$ cat config.mk
export PLATFORM = sky130hd
export DESIGN_NAME = joystick_center_range_calibrator_unit
export DESIGN_NICKNAME = d
export VERILOG_FILES = /design/src/rtl/jccal_pkg.sv /design/src/rtl/joystick_center_range_calibrator_unit.sv /design/src/rtl/jccal_csr.sv /design/src/rtl/jccal_axis.sv /design/src/rtl/jccal_core.sv
export SDC_FILE = /design/constraint.sdc
export NUM_CORES = 1
export LEC_CHECK = 0
export BUFFER_PORTS_ARGS = -buffer_cell sky130_fd_sc_hd__buf_4
export CAP_MARGIN = 0
export CELL_PAD_IN_SITES_DETAIL_PLACEMENT = 0
export CELL_PAD_IN_SITES_GLOBAL_PLACEMENT = 2
export CORE_MARGIN = 1.5
export CORE_UTILIZATION = 30
export DETAILED_ROUTE_END_ITERATION = 10
export HOLD_SLACK_MARGIN = 0.12
export PLACE_DENSITY = 0.66
export RECOVER_POWER = 50
export SKIP_CTS_REPAIR_TIMING = 1
export SLEW_MARGIN = 20
export SYNTH_ARGS = -nofsm -noshare
export SYNTH_HDL_FRONTEND = slang
export SYNTH_SLANG_ARGS = --single-unit
$ cat constraint.sdc
create_clock -name clock -period 20.4 [get_ports clock]
set_input_delay 0 -clock clock [delete_from_list [all_inputs] [get_ports clock]]
set_output_delay 0 -clock clock [all_outputs]
set_load 0.1 [all_outputs]
$ cat src/rtl/jccal_pkg.sv
// ----------------------------------------------------------------------------
// Joystick calibrator package
// Phase codes, register indexes, register reset values and shared types.
// ----------------------------------------------------------------------------
`timescale 1ns / 1ps
`default_nettype none

package jccal_pkg;

   // Calibration phases, in the order they are normally visited.
   typedef enum logic [2:0] {
      PH_START  = 3'd0,
      PH_CENTER = 3'd1,
      PH_SWEEP  = 3'd2,
      PH_READY  = 3'd3,
      PH_IDLE   = 3'd4,
      PH_EXIT   = 3'd5
   } phase_type;

   localparam int CSR_IDX_W = 2;
   localparam int CFG_W     = 10;
   localparam int TICK_W    = 11;

   // Register indexes on the configuration port.
   localparam logic [CSR_IDX_W-1:0] CSR_PAUSE_TICKS  = 2'd0;
   localparam logic [CSR_IDX_W-1:0] CSR_CENTER_TICKS = 2'd1;
   localparam logic [CSR_IDX_W-1:0] CSR_SWEEP_TICKS  = 2'd2;

   // Register reset values.
   localparam logic [CFG_W-1:0] PAUSE_TICKS_RST  = 10'd60;
   localparam logic [CFG_W-1:0] CENTER_TICKS_RST = 10'd200;
   localparam logic [CFG_W-1:0] SWEEP_TICKS_RST  = 10'd400;

   // Window decision for a center or sweep tick.
   typedef enum logic [1:0] {
      WIN_COUNT  = 2'd0,
      WIN_SAMPLE = 2'd1,
      WIN_DONE   = 2'd2
   } window_type;

   // Current register values.
   typedef struct packed {
      logic [CFG_W-1:0] pause_ticks;
      logic [CFG_W-1:0] center_ticks;
      logic [CFG_W-1:0] sweep_ticks;
   } cfg_type;

   // Per-axis controls from the phase sequencer.
   typedef struct packed {
      logic load;     // commit this request's state update
      logic restart;  // start from reset values
      logic avg;      // fold the sample into the center average
      logic track;    // track min and max against the center
   } axis_ctl_type;

endpackage

`default_nettype wire

$ cat src/rtl/joystick_center_range_calibrator_unit.sv
// ----------------------------------------------------------------------------
// Joystick center and range calibrator
// Steps a two-axis joystick through center averaging and range sweep phases.
// ----------------------------------------------------------------------------
// Each request is one tick carrying an X/Y sample plus abort and restart flags,
// and yields exactly one response with the phase, the averaged center and the
// min/max range after that tick. The block takes one request per clock
// sustained while responses are accepted; a response is presented from the
// result register after its request passes the input register, and a stalled
// response holds while the next request waits in the input register.
// The rate is set by the update of the phase, tick count and axis registers,
// which each request reads and writes. Register writes (pause, center and
// sweep lengths) take effect on the following request and should be made
// while no request is in flight.
`timescale 1ns / 1ps
`default_nettype none

module joystick_center_range_calibrator_unit #(
   parameter int SAMPLE_BITS = 12
) (
   input  wire logic                                clock,
   input  wire logic                                reset,
   // Request channel.
   input  wire logic                                req_tvalid,
   output logic                                     req_tready,
   // tdata: sample_x, sample_y, zero fill.
   input  wire logic [((2*SAMPLE_BITS+7)/8)*8-1:0]  req_tdata,
   // tuser: abort, restart.
   input  wire logic [1:0]                          req_tuser,
   // Response channel.
   output logic                                     rsp_tvalid,
   input  wire logic                                rsp_tready,
   // tdata: phase, center_x, center_y, min_x, max_x, min_y, max_y, zero fill.
   output logic [((3+6*SAMPLE_BITS+7)/8)*8-1:0]     rsp_tdata,
   // tuser: finished.
   output logic [0:0]                               rsp_tuser,
   // Configuration write channel.
   input  wire logic                                csr_valid,
   output logic                                     csr_ready,
   input  wire logic [jccal_pkg::CSR_IDX_W-1:0]     csr_index,
   input  wire logic [jccal_pkg::CFG_W-1:0]         csr_wdata
);

   localparam int SB = SAMPLE_BITS;
   localparam int RSP_W = ((3 + 6 * SB + 7) / 8) * 8;
   localparam int RSP_USED = 3 + 6 * SB;

   jccal_pkg::cfg_type   cfg;
   jccal_pkg::phase_type phase;
   logic [SB-1:0]        center_x;
   logic [SB-1:0]        center_y;
   logic [SB-1:0]        min_x;
   logic [SB-1:0]        max_x;
   logic [SB-1:0]        min_y;
   logic [SB-1:0]        max_y;
   logic                 finished;
   logic [RSP_USED-1:0]  rsp_packed;

   jccal_csr u_csr (
      .clock     (clock),
      .reset     (reset),
      .csr_valid (csr_valid),
      .csr_ready (csr_ready),
      .csr_index (csr_index),
      .csr_wdata (csr_wdata),
      .cfg       (cfg)
   );

   jccal_core #(.SAMPLE_BITS(SB)) u_core (
      .clock        (clock),
      .reset        (reset),
      .cfg          (cfg),
      .in_valid     (req_tvalid),
      .in_ready     (req_tready),
      .in_sample_x  (req_tdata[SB-1:0]),
      .in_sample_y  (req_tdata[2*SB-1:SB]),
      .in_abort     (req_tuser[0]),
      .in_restart   (req_tuser[1]),
      .out_valid    (rsp_tvalid),
      .out_ready    (rsp_tready),
      .out_phase    (phase),
      .out_center_x (center_x),
      .out_center_y (center_y),
      .out_min_x    (min_x),
      .out_max_x    (max_x),
      .out_min_y    (min_y),
      .out_max_y    (max_y),
      .out_finished (finished)
   );

   // Pack the response fields, first field in the lowest bits.
   assign rsp_packed   = {max_y, min_y, max_x, min_x, center_y, center_x, phase};
   assign rsp_tdata    = RSP_W'(rsp_packed);
   assign rsp_tuser[0] = finished;

endmodule

`default_nettype wire

$ cat src/rtl/jccal_csr.sv
// ----------------------------------------------------------------------------
// Joystick calibrator register file
// Holds the three window length registers written through the config port.
// ----------------------------------------------------------------------------
`timescale 1ns / 1ps
`default_nettype none

module jccal_csr (
   input  wire logic                               clock,
   input  wire logic                               reset,
   input  wire logic                               csr_valid,
   output logic                                    csr_ready,
   input  wire logic [jccal_pkg::CSR_IDX_W-1:0]    csr_index,
   input  wire logic [jccal_pkg::CFG_W-1:0]        csr_wdata,
   output jccal_pkg::cfg_type                      cfg
);

   jccal_pkg::cfg_type cfg_ff;
   jccal_pkg::cfg_type cfg_in;

   // Writes are always taken.
   assign csr_ready = 1'b1;

   // Address decode; an index beyond the list is dropped.
   always_comb begin
      cfg_in = cfg_ff;
      if (csr_valid) begin
         unique case (csr_index)
            jccal_pkg::CSR_PAUSE_TICKS:  cfg_in.pause_ticks  = csr_wdata;
            jccal_pkg::CSR_CENTER_TICKS: cfg_in.center_ticks = csr_wdata;
            jccal_pkg::CSR_SWEEP_TICKS:  cfg_in.sweep_ticks  = csr_wdata;
            default:                     cfg_in = cfg_ff;
         endcase
      end
   end

   always_ff @(posedge clock) begin
      if (reset) begin
         cfg_ff.pause_ticks  <= jccal_pkg::PAUSE_TICKS_RST;
         cfg_ff.center_ticks <= jccal_pkg::CENTER_TICKS_RST;
         cfg_ff.sweep_ticks  <= jccal_pkg::SWEEP_TICKS_RST;
      end else begin
         cfg_ff <= cfg_in;
      end
   end

   assign cfg = cfg_ff;

endmodule

`default_nettype wire

$ cat src/rtl/jccal_axis.sv
// ----------------------------------------------------------------------------
// Joystick calibrator axis datapath
// Center average and min/max tracking for one axis, with its state registers.
// ----------------------------------------------------------------------------
`timescale 1ns / 1ps
`default_nettype none

module jccal_axis #(
   parameter int SAMPLE_BITS = 12
) (
   input  wire logic                        clock,
   input  wire logic                        reset,
   input  wire jccal_pkg::axis_ctl_type     ctl,
   input  wire logic [SAMPLE_BITS-1:0]      sample,
   output logic      [SAMPLE_BITS-1:0]      center_in,
   output logic      [SAMPLE_BITS-1:0]      min_in,
   output logic      [SAMPLE_BITS-1:0]      max_in
);

   // Width of 7*center + 3*sample, which stays below 16 * 2^SAMPLE_BITS.
   localparam int SUM_W = SAMPLE_BITS + 4;
   // Reciprocal of ten scaled by 2^SHIFT; the product underestimates by at most one.
   localparam int SHIFT = SUM_W + 4;
   localparam int RECIP_W = SHIFT - 3;
   localparam int PROD_W = SUM_W + RECIP_W;
   localparam logic [RECIP_W-1:0] RECIP = RECIP_W'((2 ** SHIFT) / 10);
   localparam logic [SUM_W-1:0] TEN = SUM_W'(10);
   localparam logic [SAMPLE_BITS-1:0] MID = SAMPLE_BITS'(1) << (SAMPLE_BITS - 1);

   logic [SAMPLE_BITS-1:0] center_ff;
   logic [SAMPLE_BITS-1:0] min_ff;
   logic [SAMPLE_BITS-1:0] max_ff;
   logic [SAMPLE_BITS-1:0] cur_center;
   logic [SAMPLE_BITS-1:0] cur_min;
   logic [SAMPLE_BITS-1:0] cur_max;
   logic [SUM_W-1:0]       cen_ext;
   logic [SUM_W-1:0]       smp_ext;
   logic [SUM_W-1:0]       wsum;
   logic [PROD_W-1:0]      prod;
   logic [SUM_W-1:0]       quot_est;
   logic [SUM_W-1:0]       rem;
   logic [SUM_W-1:0]       quot;

   // A restart request works from the reset values.
   assign cur_center = ctl.restart ? MID : center_ff;
   assign cur_min    = ctl.restart ? MID : min_ff;
   assign cur_max    = ctl.restart ? MID : max_ff;

   // Weighted sum 7*center + 3*sample, then floor division by ten.
   always_comb begin
      cen_ext  = SUM_W'(cur_center);
      smp_ext  = SUM_W'(sample);
      wsum     = (cen_ext << 3) - cen_ext + (smp_ext << 1) + smp_ext;
      prod     = PROD_W'(wsum) * PROD_W'(RECIP);
      quot_est = SUM_W'(prod >> SHIFT);
      rem      = wsum - (quot_est << 3) - (quot_est << 1);
      quot     = (rem >= TEN) ? (quot_est + SUM_W'(1)) : quot_est;
   end

   // Next state values for this request.
   always_comb begin
      center_in = cur_center;
      min_in    = cur_min;
      max_in    = cur_max;
      if (ctl.avg) begin
         center_in = quot[SAMPLE_BITS-1:0];
      end
      if (ctl.track) begin
         if (sample < cur_center) begin
            if (sample < cur_min) begin
               min_in = sample;
            end
         end else if (sample > cur_max) begin
            max_in = sample;
         end
      end
   end

   always_ff @(posedge clock) begin
      if (reset) begin
         center_ff <= MID;
         min_ff    <= MID;
         max_ff    <= MID;
      end else if (ctl.load) begin
         center_ff <= center_in;
         min_ff    <= min_in;
         max_ff    <= max_in;
      end
   end

endmodule

`default_nettype wire

$ cat src/rtl/jccal_core.sv
// ----------------------------------------------------------------------------
// Joystick calibrator core
// Input register, phase sequencer, two axis datapaths and the result register.
// ----------------------------------------------------------------------------
`timescale 1ns / 1ps
`default_nettype none

module jccal_core #(
   parameter int SAMPLE_BITS = 12
) (
   input  wire logic                     clock,
   input  wire logic                     reset,
   input  wire jccal_pkg::cfg_type       cfg,
   input  wire logic                     in_valid,
   output logic                          in_ready,
   input  wire logic [SAMPLE_BITS-1:0]   in_sample_x,
   input  wire logic [SAMPLE_BITS-1:0]   in_sample_y,
   input  wire logic                     in_abort,
   input  wire logic                     in_restart,
   output logic                          out_valid,
   input  wire logic                     out_ready,
   output jccal_pkg::phase_type          out_phase,
   output logic      [SAMPLE_BITS-1:0]   out_center_x,
   output logic      [SAMPLE_BITS-1:0]   out_center_y,
   output logic      [SAMPLE_BITS-1:0]   out_min_x,
   output logic      [SAMPLE_BITS-1:0]   out_max_x,
   output logic      [SAMPLE_BITS-1:0]   out_min_y,
   output logic      [SAMPLE_BITS-1:0]   out_max_y,
   output logic                          out_finished
);

   localparam int TW = jccal_pkg::TICK_W;

   // Input register.
   logic                   s1_valid_ff;
   logic [SAMPLE_BITS-1:0] s1_x_ff;
   logic [SAMPLE_BITS-1:0] s1_y_ff;
   logic                   s1_abort_ff;
   logic                   s1_restart_ff;

   // Sequencer state.
   jccal_pkg::phase_type   phase_ff;
   jccal_pkg::phase_type   phase_in;
   logic [TW-1:0]          tick_ff;
   logic [TW-1:0]          tick_in;

   // Result register.
   logic                   rsp_valid_ff;
   jccal_pkg::phase_type   rsp_phase_ff;
   logic [SAMPLE_BITS-1:0] rsp_cx_ff;
   logic [SAMPLE_BITS-1:0] rsp_cy_ff;
   logic [SAMPLE_BITS-1:0] rsp_minx_ff;
   logic [SAMPLE_BITS-1:0] rsp_maxx_ff;
   logic [SAMPLE_BITS-1:0] rsp_miny_ff;
   logic [SAMPLE_BITS-1:0] rsp_maxy_ff;
   logic                   rsp_fin_ff;

   logic                   fire;
   jccal_pkg::phase_type   cur_phase;
   logic [TW-1:0]          cur_tick;
   logic [jccal_pkg::CFG_W-1:0] win_len;
   logic [TW-1:0]          win_end;
   jccal_pkg::window_type  win;
   jccal_pkg::axis_ctl_type ctl;
   logic                   finished;
   logic [SAMPLE_BITS-1:0] cx_in;
   logic [SAMPLE_BITS-1:0] cy_in;
   logic [SAMPLE_BITS-1:0] minx_in;
   logic [SAMPLE_BITS-1:0] maxx_in;
   logic [SAMPLE_BITS-1:0] miny_in;
   logic [SAMPLE_BITS-1:0] maxy_in;

   // The held request is processed when the result register can take it.
   assign fire     = s1_valid_ff && (!rsp_valid_ff || out_ready);
   assign in_ready = !s1_valid_ff || fire;

   always_ff @(posedge clock) begin
      if (reset) begin
         s1_valid_ff <= 1'b0;
      end else if (in_ready) begin
         s1_valid_ff <= in_valid;
      end
   end

   always_ff @(posedge clock) begin
      if (in_valid && in_ready) begin
         s1_x_ff       <= in_sample_x;
         s1_y_ff       <= in_sample_y;
         s1_abort_ff   <= in_abort;
         s1_restart_ff <= in_restart;
      end
   end

   // A restart request starts from the reset state.
   assign cur_phase = s1_restart_ff ? jccal_pkg::PH_START : phase_ff;
   assign cur_tick  = s1_restart_ff ? '0 : tick_ff;

   // Pause, sampling and done windows of the center and sweep phases.
   always_comb begin
      win_len = (cur_phase == jccal_pkg::PH_CENTER) ? cfg.center_ticks : cfg.sweep_ticks;
      win_end = TW'(cfg.pause_ticks) + TW'(win_len);
      if (cur_tick == '0) begin
         win = jccal_pkg::WIN_COUNT;
      end else if (cur_tick > win_end) begin
         win = jccal_pkg::WIN_DONE;
      end else if (cur_tick > TW'(cfg.pause_ticks)) begin
         win = jccal_pkg::WIN_SAMPLE;
      end else begin
         win = jccal_pkg::WIN_COUNT;
      end
   end

   // Next phase and tick count.
   always_comb begin
      phase_in = cur_phase;
      tick_in  = cur_tick;
      unique case (cur_phase)
         jccal_pkg::PH_START: begin
            phase_in = jccal_pkg::PH_CENTER;
         end
         jccal_pkg::PH_CENTER: begin
            if (win == jccal_pkg::WIN_DONE) begin
               phase_in = jccal_pkg::PH_SWEEP;
               tick_in  = '0;
            end else begin
               tick_in = cur_tick + TW'(1);
            end
         end
         jccal_pkg::PH_SWEEP: begin
            if (win == jccal_pkg::WIN_DONE) begin
               phase_in = jccal_pkg::PH_READY;
            end else begin
               tick_in = cur_tick + TW'(1);
            end
         end
         jccal_pkg::PH_READY: begin
            phase_in = jccal_pkg::PH_IDLE;
         end
         default: begin
            phase_in = cur_phase;
         end
      endcase
      if (s1_abort_ff) begin
         phase_in = jccal_pkg::PH_EXIT;
      end
   end

   // Sequencer outputs: datapath controls and the finished flag.
   always_comb begin
      ctl.load    = fire;
      ctl.restart = s1_restart_ff;
      ctl.avg     = 1'b0;
      ctl.track   = 1'b0;
      unique case (cur_phase)
         jccal_pkg::PH_CENTER: ctl.avg   = (win == jccal_pkg::WIN_SAMPLE);
         jccal_pkg::PH_SWEEP:  ctl.track = (win == jccal_pkg::WIN_SAMPLE);
         default:              ctl.avg   = 1'b0;
      endcase
      finished = (phase_in == jccal_pkg::PH_READY) || (phase_in == jccal_pkg::PH_IDLE);
   end

   always_ff @(posedge clock) begin
      if (reset) begin
         phase_ff <= jccal_pkg::PH_START;
         tick_ff  <= '0;
      end else if (fire) begin
         phase_ff <= phase_in;
         tick_ff  <= tick_in;
      end
   end

   jccal_axis #(.SAMPLE_BITS(SAMPLE_BITS)) u_axis_x (
      .clock     (clock),
      .reset     (reset),
      .ctl       (ctl),
      .sample    (s1_x_ff),
      .center_in (cx_in),
      .min_in    (minx_in),
      .max_in    (maxx_in)
   );

   jccal_axis #(.SAMPLE_BITS(SAMPLE_BITS)) u_axis_y (
      .clock     (clock),
      .reset     (reset),
      .ctl       (ctl),
      .sample    (s1_y_ff),
      .center_in (cy_in),
      .min_in    (miny_in),
      .max_in    (maxy_in)
   );

   // Result register: holds a finished result while the next request is taken.
   always_ff @(posedge clock) begin
      if (reset) begin
         rsp_valid_ff <= 1'b0;
      end else if (fire) begin
         rsp_valid_ff <= 1'b1;
      end else if (out_ready) begin
         rsp_valid_ff <= 1'b0;
      end
   end

   always_ff @(posedge clock) begin
      if (fire) begin
         rsp_phase_ff <= phase_in;
         rsp_cx_ff    <= cx_in;
         rsp_cy_ff    <= cy_in;
         rsp_minx_ff  <= minx_in;
         rsp_maxx_ff  <= maxx_in;
         rsp_miny_ff  <= miny_in;
         rsp_maxy_ff  <= maxy_in;
         rsp_fin_ff   <= finished;
      end
   end

   assign out_valid    = rsp_valid_ff;
   assign out_phase    = rsp_phase_ff;
   assign out_center_x = rsp_cx_ff;
   assign out_center_y = rsp_cy_ff;
   assign out_min_x    = rsp_minx_ff;
   assign out_max_x    = rsp_maxx_ff;
   assign out_min_y    = rsp_miny_ff;
   assign out_max_y    = rsp_maxy_ff;
   assign out_finished = rsp_fin_ff;

endmodule

`default_nettype wire

# --- Yosys cells after proc, flatten, opt, wreduce, memory -nomap -nowiden ---
# Index checks and enable logic that the tools add are counted.
totals:
  ff_bits: 220
  in_bits: 43
  word_cells: 113
  latch_bits: 0
  ramBits: 0
  mem_bits_ro: 0
  mem_count: 0
classes:
  muxes: 39
  magnitude_cmp: 10
  reduce_logical: 14
  n_addsub: 14
  n_mul: 2
  eq_ne: 9
  n_bitwise: 0
  div_mod_pow: 0
  shift: 0
op_table:
  columns: ["cell", "n"]
  rows:
  - ["$mux 12", 22]
  - ["$mul 16x17->33 const B", 2]
  - ["$lt 12x12->1", 4]
  - ["$mux 11", 3]
  - ["$add 16x12->16", 2]
  - ["$add 16x13->16", 2]
  - ["$ge 16x4->1 const B", 2]
  - ["$sub 15x12->16", 2]
  - ["$sub 16x14->16", 2]
  - ["$sub 16x16->16", 2]
  - ["$add 12x1->12 const B", 2]
  - ["$gt 12x12->1", 2]
  - ["$pmux 11 s2", 1]
  - ["$mux 3", 4]
  - ["$pmux 3 s4", 1]
  - ["$add 10x10->11", 1]
  - ["$add 11x1->11 const B", 1]
  - ["$gt 11x10->1", 1]
  - ["$gt 11x11->1", 1]
  - ["$logic_not 11->1", 1]
  - ["$mux 10", 1]
  - ["$eq 3x2->1 const B", 3]
  - ["$reduce_and 2->1", 3]
  - ["$mux 1", 5]
  - ["other kinds (11)", 18]

# --- Depth between registers and ports, before layout ---
logic_depth:
  depth_word: 13
  ltp_mapped: 56
  depth_no_buf: 51

# --- Cells and area by module ---
# Synthesis repeated with hierarchy kept, for this count alone.
hier_totals:
  cells_unflattened: 2655
  area_unflattened_um2: 24851.3
modules_own_cells:
  columns: ["module", "n_inst", "seq_area_each_um2", "cells_each", "area_per_inst_um2"]
  rows:
  - ["jccal_axis (u_core.u_axis_x)", 1, 720.7, 1076, 9266.4]
  - ["jccal_axis (u_core.u_axis_y)", 1, 720.7, 1068, 8999.9]
  - ["jccal_core", 1, 3383.2, 382, 5283.8]
  - ["jccal_csr", 1, 600.6, 123, 1260.0]
  - ["joystick_center_range_calibrator_unit", 1, 0.0, 6, 41.3]

# --- Worst setup path before layout ---
# OpenSTA, ideal clock, no wires.
synth_timing:
  path_kind: "register to register"
  startpoint: "reg u_core.s1_restart_ff"
  endpoint: "reg u_core.rsp_cx_ff[6], in the netlist u_core.out_center_x[6] (data pin)"
  synth_period_minus_slack_ns: 12.661
  n_path_buf: 5
  arrival_ns: 12.526
  stages_incl_launch_ff: 55
  slack_ns: 7.739
  cell_sequence: "edfxtp_1 inv_1 clkbuf_1 clkbuf_1 nand2_1 fa_1 inv_1 fa_1 inv_1 ha_1 nor2b_1 o21ai_0 a21boi_2 o21a_1 o21ai_0 nand2b_1 a21o_1 a21oi_1 [... 19 more ...] a21boi_0 xnor2_1 xnor2_1 ha_1 ha_1 clkbuf_1 o21a_1 nor2_1 xnor2_1 a2111oi_0 nand4_1 a211oi_1 nand4_1 or4_1 buf_6 and4_4 or3_1 nand3_1"
synth_via:
  elab_chain_cells: 10
  elab_cells_between_ends: 24
synth_lines:
  columns: ["element", "line_no", "rtl"]
  rows:
  - ["from (decl)", "jccal_core.sv:39", "logic s1_restart_ff;"]
  - ["from (signal assigned)", "jccal_core.sv:90", "s1_restart_ff <= in_restart;"]
  - ["$mux 12 / $mux 3 (equally long branches)", "jccal_axis.sv:45, jccal_core.sv:95", null]
  - ["$sub 15x12->16 / $eq 3x1->1 (equally long branches)", "jccal_axis.sv:53, jccal_core.sv:100, jccal_core.sv:154", null]
  - ["$add 16x13->16 / $mux 10 (equally long branches)", "jccal_axis.sv:53, jccal_core.sv:100", null]
  - ["$add 16x12->16 / $add 10x10->11 (equally long branches)", "jccal_axis.sv:53, jccal_core.sv:101", null]
  - ["$mul 16x17->33 / $gt 11x11->1 (equally long branches)", "jccal_axis.sv:54, jccal_core.sv:104", null]
  - ["$sub 16x16->16 / $mux 2 (equally long branches)", "jccal_axis.sv:56, jccal_core.sv:104", null]
  - ["$sub 16x14->16 / $mux 2 (equally long branches)", "jccal_axis.sv:56, jccal_core.sv:102", null]
  - ["$ge 16x4->1 / $eq 2x1->1 (equally long branches)", "jccal_axis.sv:57, jccal_core.sv:155", null]
  - ["$mux 12 / $mux 1 (equally long branches)", "jccal_axis.sv:57, jccal_core.sv:154", null]
  - ["$mux 12 *", "jccal_axis.sv:65", "if (ctl.avg) begin"]
  - ["net u_core.cx_in[6]", "jccal_core.sv:66", "logic [SAMPLE_BITS-1:0] cx_in;"]
  - ["to (signal assigned)", "jccal_core.sv:206", "rsp_cx_ff <= cx_in;"]
  - ["to (decl)", "jccal_core.sv:50", "logic [SAMPLE_BITS-1:0] rsp_cx_ff;"]
# The timed path passes the listed nets; every way through them passes the cells marked *.
# A chain may end at the register's enable or synchronous reset.

# --- Final worst setup path ---
layout_timing:
  startpoint: "reg u_core.s1_restart_ff"
  endpoint: "reg u_core.rsp_cy_ff[11], in the netlist u_core.out_center_y[11] (data pin)"
layout_via:
  elab_chain_cells: 10
  elab_cells_between_ends: 24
layout_lines:
  columns: ["element", "line_no", "rtl"]
  rows:
  - ["$mux 12 / $mux 3 (equally long branches)", "jccal_axis.sv:45, jccal_core.sv:95", null]
  - ["$sub 15x12->16 / $eq 3x1->1 (equally long branches)", "jccal_axis.sv:53, jccal_core.sv:100, jccal_core.sv:154", null]
  - ["$add 16x13->16 / $mux 10 (equally long branches)", "jccal_axis.sv:53, jccal_core.sv:100", null]
  - ["$add 16x12->16 / $add 10x10->11 (equally long branches)", "jccal_axis.sv:53, jccal_core.sv:101", null]
  - ["$mul 16x17->33 / $gt 11x11->1 (equally long branches)", "jccal_axis.sv:54, jccal_core.sv:104", null]
  - ["$sub 16x16->16 / $mux 2 (equally long branches)", "jccal_axis.sv:56, jccal_core.sv:104", null]
  - ["$sub 16x14->16 / $mux 2 (equally long branches)", "jccal_axis.sv:56, jccal_core.sv:102", null]
  - ["$ge 16x4->1 / $eq 2x1->1 (equally long branches)", "jccal_axis.sv:57, jccal_core.sv:155", null]
  - ["$mux 12 / $mux 1 (equally long branches)", "jccal_axis.sv:57, jccal_core.sv:154", null]
  - ["$mux 12 *", "jccal_axis.sv:65", null]
  - ["net u_core.cy_in[11]", "jccal_core.sv:67", "logic [SAMPLE_BITS-1:0] cy_in;"]
  - ["to (signal assigned)", "jccal_core.sv:207", "rsp_cy_ff <= cy_in;"]
  - ["to (decl)", "jccal_core.sv:51", "logic [SAMPLE_BITS-1:0] rsp_cy_ff;"]
# Marks and branches as above.

==> run metrics <==
Post-synth top flop dfxtp_1; Die Footprint 81100 µm²; Hold Slack 0.135 ns; outcome finished with violations; Final Critical Period 16.29 ns; most crowded layer after global routing met2; pin count of the biggest net entering global routing 58; startpoint of the worst-slack reg-to-reg timing path u_core.s1_restart_ff$_DFFE_PP_; CP Launch Point u_core.s1_restart_ff$_DFFE_PP_; instance count of the mapped netlist 2645; DPL Wire Length 55.4 mm; critical path endpoint category flop; DRC violation count after routing 0; fraction of final layout cells with drive strength greater than 1 5.75%; Cells after DPL 3778; vertical die dimension 285 µm; final hold violation count 0; deepest level of the CTS H-tree 1; Detailed Routing Iterations Pass 1 5; CTS clk-pin slew, worst paths 0.06 ns; clock tree from TritonCTS yes; unrepaired setup endpoints after global routing no; gpl congestion 0.824; vias in the first global route 19500; post-synth design cell area 23800 µm²; fraction of synthesis flops using an asynchronous set or reset pin 0%; synth unique cells 84; Post-synth EDFFs 102; horizontal die dimension 285 µm; Final nets 3419; arrival time at the worst endpoint 16.56 ns; failing checks capacitance limit, slew limit; initial core utilization 30.3%; buffer depth of the longest clock path 3; placed instance area 26000 µm²; met3 Use GR 1.55%; Hold WC Path Type primary input to flop; Routed WL 68.9 mm; Mapped Avg Cell Area 9.01 µm²; share of the synthesized area in compound gates (AO/OA/AOI/OAI) 13.7%; Synth area leaders ha_1, fa_1, edfxtp_1; post-layout instance count excluding filler cells 3869; max-cap check violation count 6; Num CTS Buffers 25; required time at the worst-slack endpoint 20.67 ns; Yosys top cell by area ha_1; largest family of logic cells by synthesized area adder cells; Max Slew Vio Count 226; post-synthesis simple-gate area fraction 13.7%; type of the setup path with the least slack flop to flop; Iteration-0 DRC Markers 942; wire length of the first global-routing pass 110 mm; Port-buffer cells 120; library cell appearing most often on the critical path fa_1; GRT met2 Usage 29.5%; stage delay of the slowest cell on the critical path 1.26 ns; count of state elements after synthesis 220; residual overflow from global routing 0; ANT nets after route 0; routed wire length per instance 17.8 µm; adder and majority gate portion of the synthesized area 35.9%; achievable frequency 61.4 MHz; total vias in the final route 18600; total negative slack 0 ns; number of warnings printed during yosys synthesis 0; Rows 103; boundary pin count 127; GR Util met1 23.2%; clock tree root driver cell clkbuf_16; Vias/cell 4.80; Least-Margin Pin Slew 2.92 ns; number of antenna violations at the first check in global routing 0; slowest cell on the critical path clkbuf_1; share of the yosys chip area belonging to registers 22.8%; number of inserted filler cells in the final layout 8199; share of the clock period used by the worst path after layout 79.9%; final setup vio count 0; clock latency on the worst-skew pair 0.55 ns; design area 26900 µm²; biggest fanout along the worst timing path 42; area share of the leading cell type in the synthesized netlist 20.9%; Layout Area Growth over Synthesis 13.0%; slew margin rel. -94.8%; multiplexer share of the synthesized area 1.20%; placeable core area 78700 µm²; combined global-route utilization of all metal layers 17.0%; startpoint kind of the worst setup timing path flop; synthesized-area fraction occupied by xor and xnor cells 4.71%; CTS Sinks 220; clock skew 0.0282 ns; startpoint of the lowest-slack hold path csr_valid
## routing by layer
| metal | share of wire [%] | up-vias |
|---|---|---|
| met4 | 1.3 | 0 |
| met2 | 48 | 296 |
| met5 | 0 | - |
| met1 | 48 | 8946 |
| met3 | 3.3 | 58 |
| li1 | - | 9253 |
## worst max-delay path: cells and delay by family (launching register included)
kind | cells | cell delay, ns
buffers and inverters | 10 | 3.02
XOR/XNOR | 5 | 2.37
adder cells (fa/ha/maj) | 11 | 4.88
AND/OR/NAND/NOR | 9 | 1.83
flip-flops | 1 | 0.32
AO/OA/AOI/OAI | 14 | 3.45
multiplexers | 1 | 0.11
## synthesized netlist by cell type, types with 6 or more instances
library cell	n
nor4_1	12
a31oi_1	26
xnor2_1	74
buf_1	7
nor3_1	30
a21o_1	42
a21oi_1	111
o21a_1	44
o31ai_1	11
nand3b_1	7
buf_4	6
edfxtp_1	102
a22oi_1	28
inv_1	428
nor2_1	136
xor2_1	47
mux2_2	12
nand4_1	22
o211ai_1	15
fa_1	179
and3_1	12
a211oi_1	15
clkbuf_1	50
o21bai_1	23
or3_1	8
nand2b_1	14
a21boi_0	7
nand2_1	292
nor3b_1	8
o21ai_0	126
nand3_1	54
and2_1	11
dfxtp_1	118
or2_2	30
ha_1	398
nor2b_1	36
mux2i_1	15
## through the flow
stage               utilization [%]  setup slack, ns
floorplan                         -             7.74
global placement               33.0             5.44
detailed placement             33.0             5.28
CTS                            34.0             5.21
global route                   34.2             2.88
finish                         34.2             4.11
## layout by cell type (no fill, tap or decap), types with 90 or more instances in the layout
cell,n
fa_1,179
dfxtp_1,118
o21ai_0,126
clkbuf_1,90
inv_1,426
nand2_1,292
ha_1,398
edfxtp_1,102
a21oi_1,111
nor2_1,136
## kinds of logic after synthesis
logic type	after synthesis
xor+xnor	124
flops	220
buf+inv	495
simple gates	696
compound gates	504
fa+ha+maj	577
mux	27
other cells	2
## registers in the layout, indices dropped and copies added (netlist names), 3 cells and up
signal                     flops
u_core.u_axis_x.max_ff        12
u_core.u_axis_y.min_ff        12
u_core.out_min_x              12
u_core.out_min_y              12
u_csr.cfg                     30
u_core.s1_y_ff                12
u_core.out_phase               3
u_core.u_axis_x.center_ff     12
u_core.u_axis_y.max_ff        12
u_core.out_max_x              12
u_core.out_center_y           12
u_core.phase_ff                3
u_core.s1_x_ff                12
u_core.out_center_x           12
u_core.tick_ff                11
u_core.out_max_y              12
u_core.u_axis_y.center_ff     12
u_core.u_axis_x.min_ff        12
## final cells by class
class / count / area [µm²] / share of cell area (%)
diodes: 1 / 2.50 / 0.00930
clock buffers: 34 / 699 / 2.60
clock inverters: 12 / 90.1 / 0.335
inverters: 429 / 1610 / 5.99
multi-input cells: 1934 / 16600 / 61.5
flip-flops and latches: 220 / 5430 / 20.2
well taps: 1050 / 1310 / 4.88
repair buffers: 189 / 1210 / 4.50
## final timing paths
| path | cells past startpoint | slack (ns) | endpoint |
|---|---|---|---|
| max | 50 | 4.11 | u_core.out_center_y[11]$_DFFE_PP_ |
| min | 4 | 0.13 | u_csr.cfg[0]$_SDFFE_PP0P_ |
| max reg2reg | 50 | 4.11 | u_core.out_center_y[11]$_DFFE_PP_ |
| min reg2reg | 2 | 0.44 | u_core.u_axis_y.center_ff[0]$_SDFFE_PP0P_ |
Power is left out: the tool's default activity adds up to more than one toggle a clock period on the data nets, which glitch-free logic cannot reach.
